## config.mk

```make
export PLATFORM = sky130hd
export DESIGN_NAME = eat_ctrl_flat
export DESIGN_NICKNAME = d
export VERILOG_FILES = /design/src/design/eat_pkg.sv /design/src/design/eat_in_if.sv /design/src/design/eat_out_if.sv /design/src/design/eat_ctrl.sv /design/src/flat_wrapper.sv
export VERILOG_INCLUDE_DIRS = /design/src /design/src/design
export SDC_FILE = /design/constraint.sdc
export NUM_CORES = 1
export LEC_CHECK = 0
export BUFFER_PORTS_ARGS = -buffer_cell sky130_fd_sc_hd__buf_2
export CORE_AREA = 10 10 292 294
export DETAILED_ROUTE_END_ITERATION = 10
export DIE_AREA = 0 0 302 304
export SETUP_SLACK_MARGIN = 0.05
export SLEW_MARGIN = 20
export SYNTH_ARGS = -nofsm -noshare
export SYNTH_HDL_FRONTEND = slang
export SYNTH_SLANG_ARGS = --single-unit
```

## constraint.sdc

```tcl
create_clock -name clk_i -period 41.4 [get_ports clk_i]
set_clock_uncertainty 0.2 [all_clocks]
set_input_delay 0 -clock clk_i [delete_from_list [all_inputs] [get_ports clk_i]]
set_output_delay 0 -clock clk_i [all_outputs]
set_load 0.005 [all_outputs]
```

## src/design/endpoint_address_table_macros.svh

```systemverilog
// Assertion macros for the endpoint address table.
// Used by eat_ctrl, the module that carries the concurrent checks; no other dependencies.
`ifndef ENDPOINT_ADDRESS_TABLE_MACROS_SVH
`define ENDPOINT_ADDRESS_TABLE_MACROS_SVH

// Same-cycle implication, disabled while reset is asserted.
`define EAT_ASSERT_IMP(label, clk, rst_n, ante, cons, msg) \
  label: assert property (@(posedge clk) disable iff (!rst_n) (ante) |-> (cons)) \
    else $error(msg);

// Next-cycle implication, disabled while reset is asserted.
`define EAT_ASSERT_NXT(label, clk, rst_n, ante, cons, msg) \
  label: assert property (@(posedge clk) disable iff (!rst_n) (ante) |=> (cons)) \
    else $error(msg);

`endif

```

## src/design/eat_pkg.sv

```systemverilog
// Types and constants shared by the endpoint address table modules.
// No dependencies.
`default_nettype none

package eat_pkg;

  localparam int unsigned ENTRIES_DEF      = 1024;
  localparam int unsigned MAX_CTX_BITS_DEF = 16;
  localparam int unsigned HANDLE_W         = 64;
  localparam int unsigned CFG_W            = 5;

  localparam logic [HANDLE_W-1:0] NO_HANDLE = {HANDLE_W{1'b1}};

  typedef enum logic [1:0] {
    MODE_INSERT  = 2'd0,
    MODE_REMOVE  = 2'd1,
    MODE_LOOKUP  = 2'd2,
    MODE_REVERSE = 2'd3
  } mode_e;

  typedef enum logic [1:0] {
    ST_OK        = 2'd0,
    ST_INVALID   = 2'd1,
    ST_NOT_FOUND = 2'd2,
    ST_FULL      = 2'd3
  } status_e;

  typedef enum logic [1:0] {
    S_IDLE = 2'd0,
    S_EXEC = 2'd1,
    S_SCAN = 2'd2
  } state_e;

  typedef struct packed {
    logic [31:0] dev_addr;
    logic [31:0] cdm_id;
    logic [7:0]  ep_kind;
    logic [7:0]  rx_ctx_count;
    logic [23:0] cm_nic_id;
    logic [31:0] cookie;
    logic [15:0] mr_offset;
  } entry_t;

  typedef struct packed {
    logic entry_we;
    logic valid_we;
    logic valid_wd;
  } mem_ctl_t;

endpackage

`default_nettype wire

```

## src/design/eat_in_if.sv

```systemverilog
// Input channel of the endpoint address table: one operation per beat.
// No dependencies.
`default_nettype none

interface eat_in_if;
  logic        valid;
  logic        ready;
  logic [1:0]  mode;
  logic [63:0] handle;
  logic [31:0] dev_addr;
  logic [31:0] cdm_id;
  logic [7:0]  ep_kind;
  logic [31:0] cookie;
  logic [7:0]  rx_ctx_count;
  logic [23:0] cm_nic_id;
  logic [15:0] mr_offset;

  modport source (
    output valid, mode, handle, dev_addr, cdm_id, ep_kind, cookie,
           rx_ctx_count, cm_nic_id, mr_offset,
    input  ready
  );

  modport sink (
    input  valid, mode, handle, dev_addr, cdm_id, ep_kind, cookie,
           rx_ctx_count, cm_nic_id, mr_offset,
    output ready
  );
endinterface

`default_nettype wire

```

## src/design/eat_out_if.sv

```systemverilog
// Result channel of the endpoint address table: one result per beat.
// No dependencies.
`default_nettype none

interface eat_out_if;
  logic        valid;
  logic        ready;
  logic [1:0]  status;
  logic [63:0] result_handle;
  logic [31:0] out_dev_addr;
  logic [31:0] out_cdm_id;
  logic [7:0]  out_ep_kind;
  logic [31:0] out_cookie;
  logic [7:0]  out_rx_ctx_count;
  logic [23:0] out_cm_nic_id;
  logic [15:0] out_mr_offset;

  modport source (
    output valid, status, result_handle, out_dev_addr, out_cdm_id,
           out_ep_kind, out_cookie, out_rx_ctx_count, out_cm_nic_id,
           out_mr_offset,
    input  ready
  );

  modport sink (
    input  valid, status, result_handle, out_dev_addr, out_cdm_id,
           out_ep_kind, out_cookie, out_rx_ctx_count, out_cm_nic_id,
           out_mr_offset,
    output ready
  );
endinterface

`default_nettype wire

```

## src/design/eat_ctrl.sv

```systemverilog
// Sequencer of the endpoint address table: operation decode, fill count,
// context register, reverse scan and result register. Uses eat_pkg.
`default_nettype none

`include "endpoint_address_table_macros.svh"

module eat_ctrl import eat_pkg::*; #(
  parameter int unsigned ENTRIES      = ENTRIES_DEF,
  parameter int unsigned MAX_CTX_BITS = MAX_CTX_BITS_DEF,
  localparam int unsigned IDX_W       = (ENTRIES > 1) ? $clog2(ENTRIES) : 1
) (
  input  wire logic             clk_i,
  input  wire logic             rst_ni,
  input  wire logic             cfg_we_i,
  input  wire logic [CFG_W-1:0] cfg_wdata_i,
  eat_in_if.sink                in_i,
  eat_out_if.source             out_o,
  output      logic [IDX_W-1:0] rd_addr_o,
  input  wire entry_t           rd_entry_i,
  input  wire logic             rd_valid_i,
  output      logic [IDX_W-1:0] wr_addr_o,
  output      mem_ctl_t         mem_ctl_o,
  output      entry_t           wr_entry_o
);

  localparam int unsigned CNT_W = $clog2(ENTRIES + 1);
  localparam int unsigned CTX_W = $clog2(MAX_CTX_BITS + 1);
  localparam logic [6:0]  HANDLE_SH = 7'(HANDLE_W);

  state_e            state_q, state_d;
  logic [CNT_W-1:0]  count_q, count_d;
  logic [CNT_W-1:0]  scan_q, scan_d;
  logic [CTX_W-1:0]  cfg_q, cfg_d;
  logic              out_valid_q, out_valid_d;

  mode_e             mode_q, mode_d;
  logic [HANDLE_W-1:0] handle_q, handle_d;
  entry_t            item_q, item_d;

  status_e           st_q, st_d;
  logic [HANDLE_W-1:0] rh_q, rh_d;
  entry_t            res_q, res_d;

  logic              accept;
  logic              out_free;
  logic              out_load;
  logic              done_scan;
  logic [6:0]        ctx_sh;
  logic [HANDLE_W-1:0] look_idx;
  logic [HANDLE_W-1:0] cnt_ext;
  logic              rem_ok;
  logic              look_ok;
  logic [31:0]       ctx;
  logic              full;
  logic              sep_bad;
  logic              scan_end;
  logic [CNT_W-1:0]  scan_nx;
  logic [31:0]       delta;
  logic              sep_hit;
  logic              ex_hit;
  logic              hit;
  logic [HANDLE_W-1:0] rev_handle;

  assign accept   = in_i.valid && in_i.ready;
  assign out_free = !out_valid_q || out_o.ready;

  // Datapath terms evaluated against the registered operation.
  always_comb begin
    ctx_sh   = HANDLE_SH - 7'(cfg_q);
    look_idx = handle_q & ({HANDLE_W{1'b1}} >> cfg_q);
    cnt_ext  = HANDLE_W'(count_q);
    rem_ok   = (handle_q < cnt_ext) && rd_valid_i;
    look_ok  = (look_idx < cnt_ext) && rd_valid_i;
    ctx      = 32'(handle_q >> ctx_sh);
    full     = (count_q == CNT_W'(ENTRIES));
    sep_bad  = item_q.ep_kind[0] &&
               ({25'd0, item_q.rx_ctx_count} > (33'd1 << cfg_q));
    scan_end = (scan_q >= count_q);
    scan_nx  = scan_q + CNT_W'(1);
    delta    = item_q.cdm_id - rd_entry_i.cdm_id;
    sep_hit  = rd_entry_i.ep_kind[0] &&
               (rd_entry_i.dev_addr == item_q.dev_addr) &&
               (delta < {24'd0, rd_entry_i.rx_ctx_count});
    ex_hit   = !rd_entry_i.ep_kind[0] &&
               (rd_entry_i.dev_addr == item_q.dev_addr) &&
               (rd_entry_i.cdm_id == item_q.cdm_id);
    hit      = !scan_end && (sep_hit || ex_hit);
    if (sep_hit) begin
      rev_handle = HANDLE_W'(scan_q) | ({56'd0, delta[7:0]} << ctx_sh);
    end else begin
      rev_handle = HANDLE_W'(scan_q);
    end
    done_scan = scan_end || hit;
  end

  // Next state.
  always_comb begin
    state_d = state_q;
    unique case (state_q)
      S_IDLE: begin
        if (accept) begin
          if (mode_e'(in_i.mode) == MODE_REVERSE) begin
            state_d = S_SCAN;
          end else begin
            state_d = S_EXEC;
          end
        end
      end
      S_EXEC: begin
        if (out_free) begin
          state_d = S_IDLE;
        end
      end
      S_SCAN: begin
        if (out_free && done_scan) begin
          state_d = S_IDLE;
        end
      end
      default: begin
        state_d = S_IDLE;
      end
    endcase
  end

  // Outputs, memory control and counters.
  always_comb begin
    in_i.ready = (state_q == S_IDLE);
    out_load   = 1'b0;
    st_d       = ST_OK;
    rh_d       = NO_HANDLE;
    res_d      = '0;
    mem_ctl_o  = '0;
    wr_addr_o  = handle_q[IDX_W-1:0];
    wr_entry_o = item_q;
    rd_addr_o  = handle_q[IDX_W-1:0];
    count_d    = count_q;
    scan_d     = scan_q;

    unique case (state_q)
      S_IDLE: begin
        if (mode_e'(in_i.mode) == MODE_REVERSE) begin
          rd_addr_o = '0;
        end else begin
          rd_addr_o = in_i.handle[IDX_W-1:0];
        end
        if (accept) begin
          scan_d = '0;
        end
      end
      S_EXEC: begin
        if (out_free) begin
          out_load = 1'b1;
          unique case (mode_q)
            MODE_INSERT: begin
              wr_addr_o = count_q[IDX_W-1:0];
              if (full) begin
                st_d = ST_FULL;
              end else if (sep_bad) begin
                st_d = ST_INVALID;
              end else begin
                rh_d               = HANDLE_W'(count_q);
                mem_ctl_o.entry_we = 1'b1;
                mem_ctl_o.valid_we = 1'b1;
                mem_ctl_o.valid_wd = 1'b1;
                count_d            = count_q + CNT_W'(1);
              end
            end
            MODE_REMOVE: begin
              if (!rem_ok) begin
                st_d = ST_INVALID;
              end else begin
                mem_ctl_o.valid_we = 1'b1;
                mem_ctl_o.valid_wd = 1'b0;
              end
            end
            MODE_LOOKUP: begin
              if (!look_ok) begin
                st_d = ST_INVALID;
              end else begin
                res_d        = rd_entry_i;
                res_d.cdm_id = rd_entry_i.cdm_id + ctx;
              end
            end
            MODE_REVERSE: begin
              st_d = ST_NOT_FOUND;
            end
          endcase
        end
      end
      S_SCAN: begin
        rd_addr_o = scan_q[IDX_W-1:0];
        if (done_scan) begin
          if (out_free) begin
            out_load = 1'b1;
            if (hit) begin
              rh_d = rev_handle;
            end else begin
              st_d = ST_NOT_FOUND;
            end
          end
        end else begin
          rd_addr_o = scan_nx[IDX_W-1:0];
          scan_d    = scan_nx;
        end
      end
      default: begin
        rd_addr_o = '0;
      end
    endcase
  end

  always_comb begin
    if (32'(cfg_wdata_i) > 32'(MAX_CTX_BITS)) begin
      cfg_d = CTX_W'(MAX_CTX_BITS);
    end else begin
      cfg_d = CTX_W'(cfg_wdata_i);
    end
    if (!cfg_we_i) begin
      cfg_d = cfg_q;
    end
    if (out_load) begin
      out_valid_d = 1'b1;
    end else if (out_o.ready) begin
      out_valid_d = 1'b0;
    end else begin
      out_valid_d = out_valid_q;
    end
    mode_d   = accept ? mode_e'(in_i.mode) : mode_q;
    handle_d = accept ? in_i.handle : handle_q;
    if (accept) begin
      item_d.dev_addr     = in_i.dev_addr;
      item_d.cdm_id       = in_i.cdm_id;
      item_d.ep_kind      = in_i.ep_kind;
      item_d.rx_ctx_count = in_i.rx_ctx_count;
      item_d.cm_nic_id    = in_i.cm_nic_id;
      item_d.cookie       = in_i.cookie;
      item_d.mr_offset    = in_i.mr_offset;
    end else begin
      item_d = item_q;
    end
  end

  always_ff @(posedge clk_i or negedge rst_ni) begin
    if (!rst_ni) begin
      state_q     <= S_IDLE;
      count_q     <= '0;
      scan_q      <= '0;
      cfg_q       <= '0;
      out_valid_q <= 1'b0;
    end else begin
      state_q     <= state_d;
      count_q     <= count_d;
      scan_q      <= scan_d;
      cfg_q       <= cfg_d;
      out_valid_q <= out_valid_d;
    end
  end

  always_ff @(posedge clk_i) begin
    mode_q   <= mode_d;
    handle_q <= handle_d;
    item_q   <= item_d;
    if (out_load) begin
      st_q  <= st_d;
      rh_q  <= rh_d;
      res_q <= res_d;
    end
  end

  assign out_o.valid            = out_valid_q;
  assign out_o.status           = st_q;
  assign out_o.result_handle    = rh_q;
  assign out_o.out_dev_addr     = res_q.dev_addr;
  assign out_o.out_cdm_id       = res_q.cdm_id;
  assign out_o.out_ep_kind      = res_q.ep_kind;
  assign out_o.out_cookie       = res_q.cookie;
  assign out_o.out_rx_ctx_count = res_q.rx_ctx_count;
  assign out_o.out_cm_nic_id    = res_q.cm_nic_id;
  assign out_o.out_mr_offset    = res_q.mr_offset;

  `EAT_ASSERT_NXT(a_count_step, clk_i, rst_ni, mem_ctl_o.entry_we, count_q == $past(count_q) + CNT_W'(1), "fill count did not follow an entry write")
  `EAT_ASSERT_IMP(a_no_write_full, clk_i, rst_ni, mem_ctl_o.entry_we, count_q < CNT_W'(ENTRIES), "entry written while the table is full")
  `EAT_ASSERT_IMP(a_scan_bound, clk_i, rst_ni, state_q == S_SCAN, scan_q <= count_q, "scan index past the fill count")
  `EAT_ASSERT_NXT(a_accept_busy, clk_i, rst_ni, accept, state_q != S_IDLE, "accepted beat did not start an operation")
  `EAT_ASSERT_IMP(a_load_free, clk_i, rst_ni, out_load, out_free, "result register loaded while still occupied")

endmodule

`default_nettype wire

```

## src/flat_wrapper.sv

```systemverilog
// flat-port wrapper written by rule: the top's interface ports become plain ports
module eat_ctrl_flat import eat_pkg::*;
#(
  parameter int unsigned ENTRIES      = ENTRIES_DEF,
  parameter int unsigned MAX_CTX_BITS = MAX_CTX_BITS_DEF,
  localparam int unsigned IDX_W       = (ENTRIES > 1) ? $clog2(ENTRIES) : 1
)
  (clk_i, rst_ni, cfg_we_i, cfg_wdata_i, rd_addr_o, rd_entry_i, rd_valid_i, wr_addr_o, mem_ctl_o, wr_entry_o, in_i_valid, in_i_mode, in_i_handle, in_i_dev_addr, in_i_cdm_id, in_i_ep_kind, in_i_cookie, in_i_rx_ctx_count, in_i_cm_nic_id, in_i_mr_offset, in_i_ready, out_o_valid, out_o_status, out_o_result_handle, out_o_out_dev_addr, out_o_out_cdm_id, out_o_out_ep_kind, out_o_out_cookie, out_o_out_rx_ctx_count, out_o_out_cm_nic_id, out_o_out_mr_offset, out_o_ready);
  eat_in_if in_i_i ();
  eat_out_if out_o_i ();
  input  wire logic clk_i;
  input  wire logic rst_ni;
  input  wire logic cfg_we_i;
  input  wire logic [CFG_W-1:0] cfg_wdata_i;
  output      logic [IDX_W-1:0] rd_addr_o;
  input  wire entry_t rd_entry_i;
  input  wire logic rd_valid_i;
  output      logic [IDX_W-1:0] wr_addr_o;
  output      mem_ctl_t mem_ctl_o;
  output      entry_t wr_entry_o;
  input wire logic [$bits(in_i_i.valid)-1:0] in_i_valid;
  input wire logic [$bits(in_i_i.mode)-1:0] in_i_mode;
  input wire logic [$bits(in_i_i.handle)-1:0] in_i_handle;
  input wire logic [$bits(in_i_i.dev_addr)-1:0] in_i_dev_addr;
  input wire logic [$bits(in_i_i.cdm_id)-1:0] in_i_cdm_id;
  input wire logic [$bits(in_i_i.ep_kind)-1:0] in_i_ep_kind;
  input wire logic [$bits(in_i_i.cookie)-1:0] in_i_cookie;
  input wire logic [$bits(in_i_i.rx_ctx_count)-1:0] in_i_rx_ctx_count;
  input wire logic [$bits(in_i_i.cm_nic_id)-1:0] in_i_cm_nic_id;
  input wire logic [$bits(in_i_i.mr_offset)-1:0] in_i_mr_offset;
  output wire logic [$bits(in_i_i.ready)-1:0] in_i_ready;
  output wire logic [$bits(out_o_i.valid)-1:0] out_o_valid;
  output wire logic [$bits(out_o_i.status)-1:0] out_o_status;
  output wire logic [$bits(out_o_i.result_handle)-1:0] out_o_result_handle;
  output wire logic [$bits(out_o_i.out_dev_addr)-1:0] out_o_out_dev_addr;
  output wire logic [$bits(out_o_i.out_cdm_id)-1:0] out_o_out_cdm_id;
  output wire logic [$bits(out_o_i.out_ep_kind)-1:0] out_o_out_ep_kind;
  output wire logic [$bits(out_o_i.out_cookie)-1:0] out_o_out_cookie;
  output wire logic [$bits(out_o_i.out_rx_ctx_count)-1:0] out_o_out_rx_ctx_count;
  output wire logic [$bits(out_o_i.out_cm_nic_id)-1:0] out_o_out_cm_nic_id;
  output wire logic [$bits(out_o_i.out_mr_offset)-1:0] out_o_out_mr_offset;
  input wire logic [$bits(out_o_i.ready)-1:0] out_o_ready;
  assign in_i_i.valid = in_i_valid;
  assign in_i_i.mode = in_i_mode;
  assign in_i_i.handle = in_i_handle;
  assign in_i_i.dev_addr = in_i_dev_addr;
  assign in_i_i.cdm_id = in_i_cdm_id;
  assign in_i_i.ep_kind = in_i_ep_kind;
  assign in_i_i.cookie = in_i_cookie;
  assign in_i_i.rx_ctx_count = in_i_rx_ctx_count;
  assign in_i_i.cm_nic_id = in_i_cm_nic_id;
  assign in_i_i.mr_offset = in_i_mr_offset;
  assign in_i_ready = in_i_i.ready;
  assign out_o_valid = out_o_i.valid;
  assign out_o_status = out_o_i.status;
  assign out_o_result_handle = out_o_i.result_handle;
  assign out_o_out_dev_addr = out_o_i.out_dev_addr;
  assign out_o_out_cdm_id = out_o_i.out_cdm_id;
  assign out_o_out_ep_kind = out_o_i.out_ep_kind;
  assign out_o_out_cookie = out_o_i.out_cookie;
  assign out_o_out_rx_ctx_count = out_o_i.out_rx_ctx_count;
  assign out_o_out_cm_nic_id = out_o_i.out_cm_nic_id;
  assign out_o_out_mr_offset = out_o_i.out_mr_offset;
  assign out_o_i.ready = out_o_ready;
  eat_ctrl #(.ENTRIES(ENTRIES), .MAX_CTX_BITS(MAX_CTX_BITS)) u_core (.clk_i(clk_i), .rst_ni(rst_ni), .cfg_we_i(cfg_we_i), .cfg_wdata_i(cfg_wdata_i), .in_i(in_i_i), .out_o(out_o_i), .rd_addr_o(rd_addr_o), .rd_entry_i(rd_entry_i), .rd_valid_i(rd_valid_i), .wr_addr_o(wr_addr_o), .mem_ctl_o(mem_ctl_o), .wr_entry_o(wr_entry_o));
endmodule
```

======== Word level (Yosys, flattened, before mapping) ========
Index checks and enable logic that the tools add are counted.
cells by class
  add/sub/neg operators ................... 5
  $lt $le $gt $ge ......................... 6
  equal/unequal tests ..................... 13
  shifts and indexed selects .............. 4
  mux-type cells .......................... 46
  bitwise logic cells ..................... 4
  reductions and logical operators ........ 24
operator list
  operator                                                             number
  64-bit 2-to-1 mux                                                    8
  64-bit by 11-bit less-than comparator with 1-bit output              2
  64-bit case mux with 2 select lines                                  1
  64-bit AND                                                           1
  32-bit equality test                                                 2
  11-bit by 64-bit bitwise OR with 64-bit output                       1
  8-bit by 7-bit left shift with 64-bit output                         1
  64-bit by 5-bit >> shifter with 64-bit output, first input constant  1
  64-bit by 7-bit >> shifter with 32-bit output                        1
  10-bit 2-to-1 mux                                                    5
  8-bit by 33-bit > comparator with 1-bit output                       1
  1-bit by 5-bit left shift with 33-bit output, first input constant   1
  32-bit adder                                                         1
  32-bit by 8-bit less-than comparator with 1-bit output               1
  32-bit subtractor                                                    1
  10-bit case mux with 3 select lines                                  1
  11-bit by 1-bit adder with 11-bit output, second input constant      2
  11-bit 2-to-1 mux                                                    2
  11-bit case mux with 2 select lines                                  1
  2-bit 2-to-1 mux                                                     10
  3-bit 2-to-1 mux                                                     4
  11-bit equality test, second input constant                          1
  11-bit >= comparator                                                 1
  1-bit logical AND                                                    10
  20 further kinds                                                     42
storage, ports and cells
  bits in registers ....................... 466
  word-level logic and storage cells ...... 125

======== Depth between registers and ports, before layout ========
Gate-level depths: netlist of the first run.
  depth in word-level cells ............... 9
  gate-level depth with buffers ........... 29

======== Worst setup path after synthesis of the first run ========
Ideal clock, no wire load.
  path kind ............................... reg2reg
  start ................................... register u_core.item_q (netlist bit u_core.wr_entry_o[88])
  end ..................................... register u_core.res_q (netlist bit u_core.out_o.out_cdm_id[0]) (enable)
  setup time .............................. 0.870 ns
  arrival time ............................ 14.148 ns
  data required time ...................... 40.330 ns
  setup slack ............................. 26.182 ns
  stages on the path, launching flop included .. 19
  clock period less this slack ............ 15.218 ns
  path through ............................ edfxtp_1 inv_1 ha_1 fa_1 nand2b_1 a21oi_1 a31oi_1 xnor2_1 ha_1 a21oi_1 nor2b_1 nor4_1 nand3_1 nor4_1 and4_1 nand4_1 nor4_4 o21ai_0 a21oi_1
on the way
  word-level cells in the longest chain between the ends .. 8
  elaborated cells between the ends (all ways) .. 10
  those cells by class .................... 1 x add/sub; 1 x order compare; 1 x eq/ne; 2 x mux; 5 x reduce/logical
ends and longest elaborated chain
  element                                                 line             text
  from (decl)                                             eat_ctrl.sv:38   entry_t item_q, item_d;
  from (signal assigned)                                  eat_ctrl.sv:262  item_q <= item_d;
  32-bit subtractor                                       eat_ctrl.sv:80   delta = item_q.cdm_id - rd_entry_i.cdm_id;
  32-bit by 8-bit less-than comparator with 1-bit output  eat_ctrl.sv:83   (delta < {24'd0, rd_entry_i.rx_ctx_count});
  1-bit logical AND                                       eat_ctrl.sv:82   (rd_entry_i.dev_addr == item_q.dev_addr) &&
  1-bit logical OR (*)                                    eat_ctrl.sv:87   hit = !scan_end && (sep_hit || ex_hit);
  1-bit logical AND (*)                                   eat_ctrl.sv:87
  1-bit logical OR (*)                                    eat_ctrl.sv:93   done_scan = scan_end || hit;
  1-bit 2-to-1 mux (*)                                    eat_ctrl.sv:192  if (done_scan) begin
  1-bit case mux with 2 select lines (*)                  eat_ctrl.sv:139  unique case (state_q)
  named net u_core.out_load                               eat_ctrl.sv:46   logic out_load;
  to (signal assigned)                                    eat_ctrl.sv:266  res_q <= res_d;
  to (decl)                                               eat_ctrl.sv:42   entry_t res_q, res_d;
Mark *: on every way through the listed nets, which the timed path passes. The rest lies on a longest branch.
A chain may end at the register's enable or synchronous reset.

======== Worst setup path in the final report of the first run ========
  start ................................... register u_core.cfg_q[1]
  end ..................................... register u_core.res_q (netlist bit u_core.out_o.out_cdm_id[31]), data pin
on the way
  word-level cells in the longest chain between the ends .. 5
  elaborated cells between the ends (all ways) .. 8
  those cells by class .................... 2 x add/sub; 1 x order compare; 2 x shift; 1 x bitwise; 2 x reduce/logical
ends and longest elaborated chain
  element                                                               line             text
  from (decl)                                                           eat_ctrl.sv:33   logic [CTX_W-1:0] cfg_q, cfg_d;
  from (signal assigned)                                                eat_ctrl.sv:254  cfg_q <= cfg_d;
  parallel branches: the longest is 5 deep, another holds 32-bit adder  n/a
Parallel ways; which one is timed is not known.

==> reports/summary.txt, run 1 <==
Num ports - 776
Vias in the first global route - 25.3k
Setup crit start - u_core.cfg_q[1]
DR WL/cell - 23.6 microns
Yosys reg bits - 466
CORE AREA - 79600 sq um
Maximum fanout along the worst path - 85
Ratio of final minimum period to clock period - 20.5%
Max Slew Vio Count - 0
Clock sinks - 466
Hold Violations, Final - 0
H-tree depth - 2
Synth Area per Inst - 11.0 sq um
CTS root buf - clkbuf_16
Top Usage Layer GRT - met2
Grt ovf - 0
Net count after synthesis - 2883
Max-Cap Viols - 0
Top FF cell, synth - edfxtp_1
Worst setup SP type - flop
Reg2reg end - u_core.out_o.out_cdm_id[31]
Post-Syn Instances - 2387
Worst slew pin tran - 1090 ps
Crit path kind - reg2reg
DR DRC count - 0
Post-synth EDFFs - 436
Fraction of layout cells with a size suffix above 1 - 25.1%
Initial antenna violation count - 10
DRT iter0 DRCs - 2033
Commonest non-fill, non-tap cells in the layout - buf_2 (775), dlygate4sd3_1 (657), edfxtp_1 (436)
Post-DR vias/cell - 5.18
Fin Setup TNS - 0 ps
Die Area - 91800 sq um
Yosys warnings - 0
CTS clock-pin slew for the worst setup and hold paths - 60 ps
CTS tree - built
Netlist cell types - 93
Min cycle time layout - 8480 ps
Post-Synthesis Cell Area - 26300 sq um
First-pass GRT wire length - 167000 microns
Worst VDD drop - 0.0000402 V
Met1 Track Usage GR - 28.8%
Area growth syn-to-layout - 50.1%
DRT Pass-1 Iters - 8
Part of the Yosys area used for sequential elements - 52.6%
Fmax - 0.118 GHz
RSZ-0062 raised after global routing - no
GP Congestion - 0.974
Core Util, Final - 49.7%
Max_slew headroom - 27.0%
Via count - 25.3k
Die Y - 304 microns
Hold Path Class - in2reg
Clock latency on the worst-skew pair - 610 ps
PostCTS Resize Cnt - 0
Pin count of the biggest net entering global routing - 106
Clock buffer depth - 3
TritonCTS Buffers - 54
Critical path data required time - 41660 ps
Pleak - 0.0162 uW
# nets final - 4270
Hold depth - 2
# hold bufs at CTS - 658
Detail Placement HPWL - 85200 microns
Status - finished clean
Die width - 302 microns
Post CTS Setup Buffer Count - 0
Total power - 2130 uW
Initial Utilization - 33.1%
Post-DRT Antenna Nets - 0
Worst R2R Start - u_core.cfg_q[1]
Reg2Reg Depth - 25
Final Setup Violations - 0
CP Capture Type - flop
PortBufs - 775
Asr flop ratio synth - 6.44%
Met3 usage - 4.79%
Global-route total usage across every layer - 23.9%
Worst EP arrival - 8740 ps
Internal reg-to-reg setup slack - 32920 ps
Row cnt - 104
Cell Pwr Density - 53.8 nW/um^2
Cell Area, Placed - 31300 sq um
Grt met2 use - 41.6%
Final instance area - 39500 sq um
Commonest non-fill, non-tap cell in the layout - buf_2
Hold endpoint - u_core.wr_entry_o[88]
Final wirelength - 115000 microns
Hold wc startpoint - in_i_cdm_id[0]
## cell usage after synthesis (8+ instances only)
cell	n	share of area [%]
nor4_1	30	0.71
o21ai_0	102	1.9
buf_1	17	0.24
o22ai_1	21	0.50
ha_1	113	5.4
dfrtp_1	30	2.9
a211oi_1	20	0.57
and2_1	158	3.8
clkbuf_1	89	1.3
o21a_1	16	0.46
xor2_1	48	1.6
mux2i_1	48	1.8
mux2_2	12	0.51
o21ai_1	26	0.49
inv_1	110	1.6
edfxtp_1	436	50
a21o_1	37	1.1
nand2_1	214	3.1
o21bai_1	12	0.34
a31oi_1	25	0.59
nand2b_1	17	0.40
a21oi_1	166	3.2
buf_2	13	0.25
and3_1	12	0.29
nand4_1	35	0.83
nor2b_1	27	0.64
mux4_2	38	3.2
or3_1	19	0.45
and4_1	8	0.27
a22oi_1	28	0.80
nor3_1	47	0.89
nor2_1	137	2.0
nand3_1	59	1.1
xnor2_1	40	1.3
o211ai_1	29	0.83
## sequential cells by signal, indices dropped and copies added, names as in the netlist
register / cells
u_core.out_o.valid: 1
u_core.out_o.out_dev_addr: 32
u_core.out_o.status: 2
u_core.wr_entry_o: 152
u_core.mode_q: 2
u_core.out_o.out_cm_nic_id: 24
u_core.cfg_q: 5
u_core.out_o.out_cookie: 32
u_core.scan_q: 11
u_core.out_o.out_rx_ctx_count: 8
u_core.out_o.out_mr_offset: 16
u_core.out_o.out_cdm_id: 32
u_core.state_q: 2
u_core.handle_q: 64
u_core.out_o.result_handle: 64
u_core.out_o.out_ep_kind: 8
u_core.count_q: 11
## cell families after synthesis
group,count (synthesis),synth area share [%]
adders and majority gates,115,5.52
DFF,466,52.6
and+or+nand+nor,813,16.0
muxes,99,5.64
AOI/OAI and AO/OA,568,13.8
xor gates and xnor gates,88,2.93
buffers and inverters,238,3.55
## per-stage QoR
| stage | hold slack, ps | worst slack, ps | cells |
|---|---|---|---|
| 2_1_floorplan | -496 | 26180 | 2387 |
| 3_3_place_gp | -48.7 | 33170 | 4120 |
| 3_5_place_dp | -62.9 | 33170 | 4120 |
| 4_1_cts | 0.193 | 33070 | 4877 |
| 5_1_grt | 28.3 | 32370 | 4883 |
| 6_report | 18.5 | 32920 | 4884 |
## report_power, final
group | total, uW | leakage (uW) | internal [uW] | switching (uW)
registers | 788 | 0.00435 | 712 | 76.5
clock network | 457 | 0.000816 | 257 | 200
logic | 883 | 0.0111 | 337 | 545
## critical path: stages, from the launching register on
cell	delay (ps)
dfrtp_1	480
clkinv_1	360
ha_4	1090
mux2_2	440
o21ai_0	330
mux2i_1	180
nand2_1	100
o21ai_0	80
a21oi_1	290
a21oi_1	100
o21ai_0	480
inv_1	90
ha_1	300
a21o_1	110
a21oi_1	80
nand2b_1	140
a21oi_1	190
o41a_1	240
a21oi_1	180
o311a_1	370
nor3_1	860
nand4_1	240
nand3_1	150
dlygate4sd3_1	550
and3b_1	150
dlygate4sd3_1	540
## worst max path at each step
| stage | cells past startpoint | endpoint | slack, ps |
|---|---|---|---|
| 2_1_floorplan | 18 | u_core.out_o.out_cdm_id[0] | 26180 |
| 3_3_place_gp | 22 | u_core.out_o.out_mr_offset[0] | 33170 |
| 3_5_place_dp | 22 | u_core.out_o.out_mr_offset[0] | 33170 |
| 4_1_cts | 25 | u_core.out_o.out_cdm_id[31] | 33070 |
| 5_1_grt | 25 | u_core.out_o.out_cdm_id[31] | 32370 |
| 6_report | 25 | u_core.out_o.out_cdm_id[31] | 32920 |
## metal layers
layer	up-vias	routed length, microns
met5	-	0
met4	0	4470
met3	223	9250
met2	1123	57200
met1	12200	44400
li1	11700	-
## final cells by class
type,count,area (sq um)
Inverter,114,435
Timing Repair Buffer,1455,10600
Tap cell,1060,1330
Clock inverter,28,224
Multi-Input combinational cell,1683,11600
Antenna cell,7,17.5
Sequential cell,466,13800
Fill cell,7095,40100
Clock buffer,71,1440
(Power assumes the default switching activity.)
==> inputs of run 2 (changes only) <==
- ABC_AREA: unset -> 1
- CORE_AREA: 10 10 292 294 -> 10 10 291 293
- DIE_AREA: 0 0 302 304 -> 0 0 301 303
- clock period: 41.4 -> 8 ns (I/O delays scaled with it)
==> reports/summary.txt, run 2 <==
Fin Setup TNS - 0 ps
Dpl cells - 5081
Top FF cell, synth - edfxtp_1
Max-Cap Viols - 0
CTS tree - built
Area growth syn-to-layout - 47.2%
CTS clock-pin slew for the worst setup and hold paths - 60 ps
Critical Path Max Stage Delay - 560 ps
Final Setup Violations - 0
Commonest non-fill, non-tap cell in the layout - nand2_1
Worst EP arrival - 7350 ps
Synth Area in Simple Gates - 23.0%
Via count - 29.0k
Die Area - 91200 sq um
DRT Pass-1 Iters - 6
Reg2Reg Depth - 30
Fmax - 0.139 GHz
Initial antenna violation count - 23
CP Capture Type - flop
Mux share of post-synthesis cell area - 1.50%
Ratio of final minimum period to clock period - 89.6%
Part of the Yosys area used for sequential elements - 49.6%
Worst path depth - 30
Setup crit start - u_core.cfg_q[1]
Num ports - 776
Worst setup SP type - flop
Pleak - 0.0189 uW
Main combinational cell family by area after synthesis - simple AND/OR/NAND/NOR gates
Cell Pwr Density - 266 nW/um^2
Grt ovf - 0
CORE AREA - 78600 sq um
Pin count of the biggest net entering global routing - 147
Post CTS Setup Buffer Count - 0
Highest Signal Layer - met5
DRT met1 WL - 47700 microns
Hold Violations, Final - 0
Max FFs per register - 152
Commonest non-fill, non-tap cells in the layout - nand2_1 (878), buf_2 (775), dlygate4sd3_1 (651)
DR DRC count - 0
Net count after synthesis - 3869
Die Y - 303 microns
Clk network pwr share - 23.3%
GP Congestion - 0.968
Initial Utilization - 35.5%
Worst R2R Start - u_core.cfg_q[1]
Synth cell count leaders - nand2_1 (879), inv_1 (468), edfxtp_1 (436), nor2_1 (331), o21ai_0 (272)
Most frequent cell after synthesis - nand2_1
Die width - 301 microns
H-tree depth - 2
Vias in the first global route - 28.8k
Final instance area - 41100 sq um
# nets final - 5238
Netlist cell types - 55
Logic gate share of total power - 41.5%
Min cycle time layout - 7170 ps
Post-Syn Instances - 3373
Compound-gate portion of the synthesized area - 10.8%
Max Slew Vio Count - 0
Detail Placement HPWL - 92100 microns
Final wirelength - 125000 microns
Sequential share of power - 35.2%
Cell Area, Placed - 32800 sq um
PostCTS Resize Cnt - 0
Status - finished clean
Sw Pwr - 4380 uW
Yosys warnings - 0
First-pass GRT wire length - 183000 microns
Yosys reg bits - 466
PortBufs - 775
Synth area leader - edfxtp_1
Worst VDD drop - 0.000195 V
Internal power - 6560 uW
Synth Area in XOR/XNOR - 1.47%
DR WL/cell - 21.3 microns
Post-Synthesis Cell Area - 27900 sq um
Global-route total usage across every layer - 26.2%
Max_slew headroom - 30.3%
Non-filler cells, final - 5850
Worst slew pin tran - 1040 ps
TritonCTS Buffers - 57
Post-synth EDFFs - 436
Synth Area per Inst - 8.28 sq um
Crit path kind - reg2reg
Slowest cell on the critical path - dlygate4sd3_1
CP top delay family - buffers and inverters
Asr flop ratio synth - 6.44%
Row cnt - 103
RSZ-0062 raised after global routing - no
DR WL met2 - 62000 microns
Critical path data required time - 8180 ps
Switching portion of total power - 40.1%
Reg2reg end - u_core.out_o.out_cdm_id[31]
Top cell type's share of synthesized area - 46.9%
Most frequent cell on the critical path - nand2_1
Area contributors post-synth - edfxtp_1 (47%), nand2_1 (12%), inv_1 (6.3%)
Clock buffer depth - 3
Hold Path Class - in2reg
CP Capture Point - u_core.out_o.out_cdm_id[31]
Internal reg-to-reg setup slack - 830 ps
Clock latency on the worst-skew pair - 640 ps
# hold bufs at CTS - 652
Fraction of layout cells with a size suffix above 1 - 19.5%
Met3 WL post-DR - 10300 microns
CP Buf/Inv Count - 8
Maximum fanout along the worst path - 43
CTS root buf - clkbuf_16
Post-DRT Antenna Nets - 0
Adder-cell share of the synthesized area - 5.20%
DRT iter0 DRCs - 2106
Core Util, Final - 52.3%
Post-DR vias/cell - 4.95
Clock sinks - 466
WHS - 7.68 ps
-- run 2: cell type report --
type	count	area, sq um
Timing Repair Buffer	1447	10600
Sequential cell	466	13800
Clock buffer	71	1500
Antenna cell	15	37.5
Tap cell	1050	1310
Clock inverter	31	295
Multi-Input combinational cell	2295	11700
Inverter	475	1800
Fill cell	7189	37500
-- run 2: power by group through the flow --
stage | clock (uW) | combinational, uW | sequential, uW
after floorplan | 0 | 2390 | 4000
after global placement | 0 | 4230 | 3870
after detailed placement | 0 | 4220 | 3880
after CTS | 2600 | 4520 | 3840
after global routing | 2700 | 5020 | 3910
final | 2540 | 4540 | 3850
-- run 2: worst reg2reg max path: cells and delay by family, from the launching register on --
family / cells / cell delay [ps]
compound gates: 8 / 1390
buf+inv: 8 / 2670
fa+ha+maj: 2 / 620
flops: 1 / 440
simple gates: 12 / 1610
-- run 2: how the worst min path moves through the flow --
stage | from | endpoint | slack, ps | cells past startpoint
2_1_floorplan | rst_ni | u_core.cfg_q[0] | -500 | 0
3_3_place_gp | rst_ni | u_core.out_o.valid | -40 | 1
3_5_place_dp | rst_ni | u_core.state_q[0] | -40 | 1
4_1_cts | rd_entry_i[85] | u_core.out_o.out_ep_kind[5] | 0.5 | 4
5_1_grt | rd_entry_i[21] | u_core.out_o.out_cookie[5] | 8 | 4
6_report | rd_entry_i[21] | u_core.out_o.out_cookie[5] | 8 | 4
-- run 2: kinds of logic after synthesis --
logic type	Yosys count
AO/OA/AOI/OAI	554
XOR/XNOR	47
adder cells (fa/ha/maj)	115
buffers and inverters	612
flip-flops	466
multiplexers	42
AND/OR/NAND/NOR	1537
-- run 2: per-stage QoR --
stage / setup slack, ps / power [uW]
finish: 829 / 10900
floorplan: 261 / 6380
global route: 217 / 11600
global placement: 1700 / 8100
detailed placement: 1700 / 8100
CTS: 958 / 11000
-- run 2: layer usage --
| metal | GRT usage, % | vias to the layer above |
|---|---|---|
| li1 | - | 14000 |
| met1 | 30.4 | 13600 |
| met2 | 45.9 | 1110 |
| met3 | 6.98 | 220 |
| met4 | 9.88 | 18 |
| met5 | 0 | - |
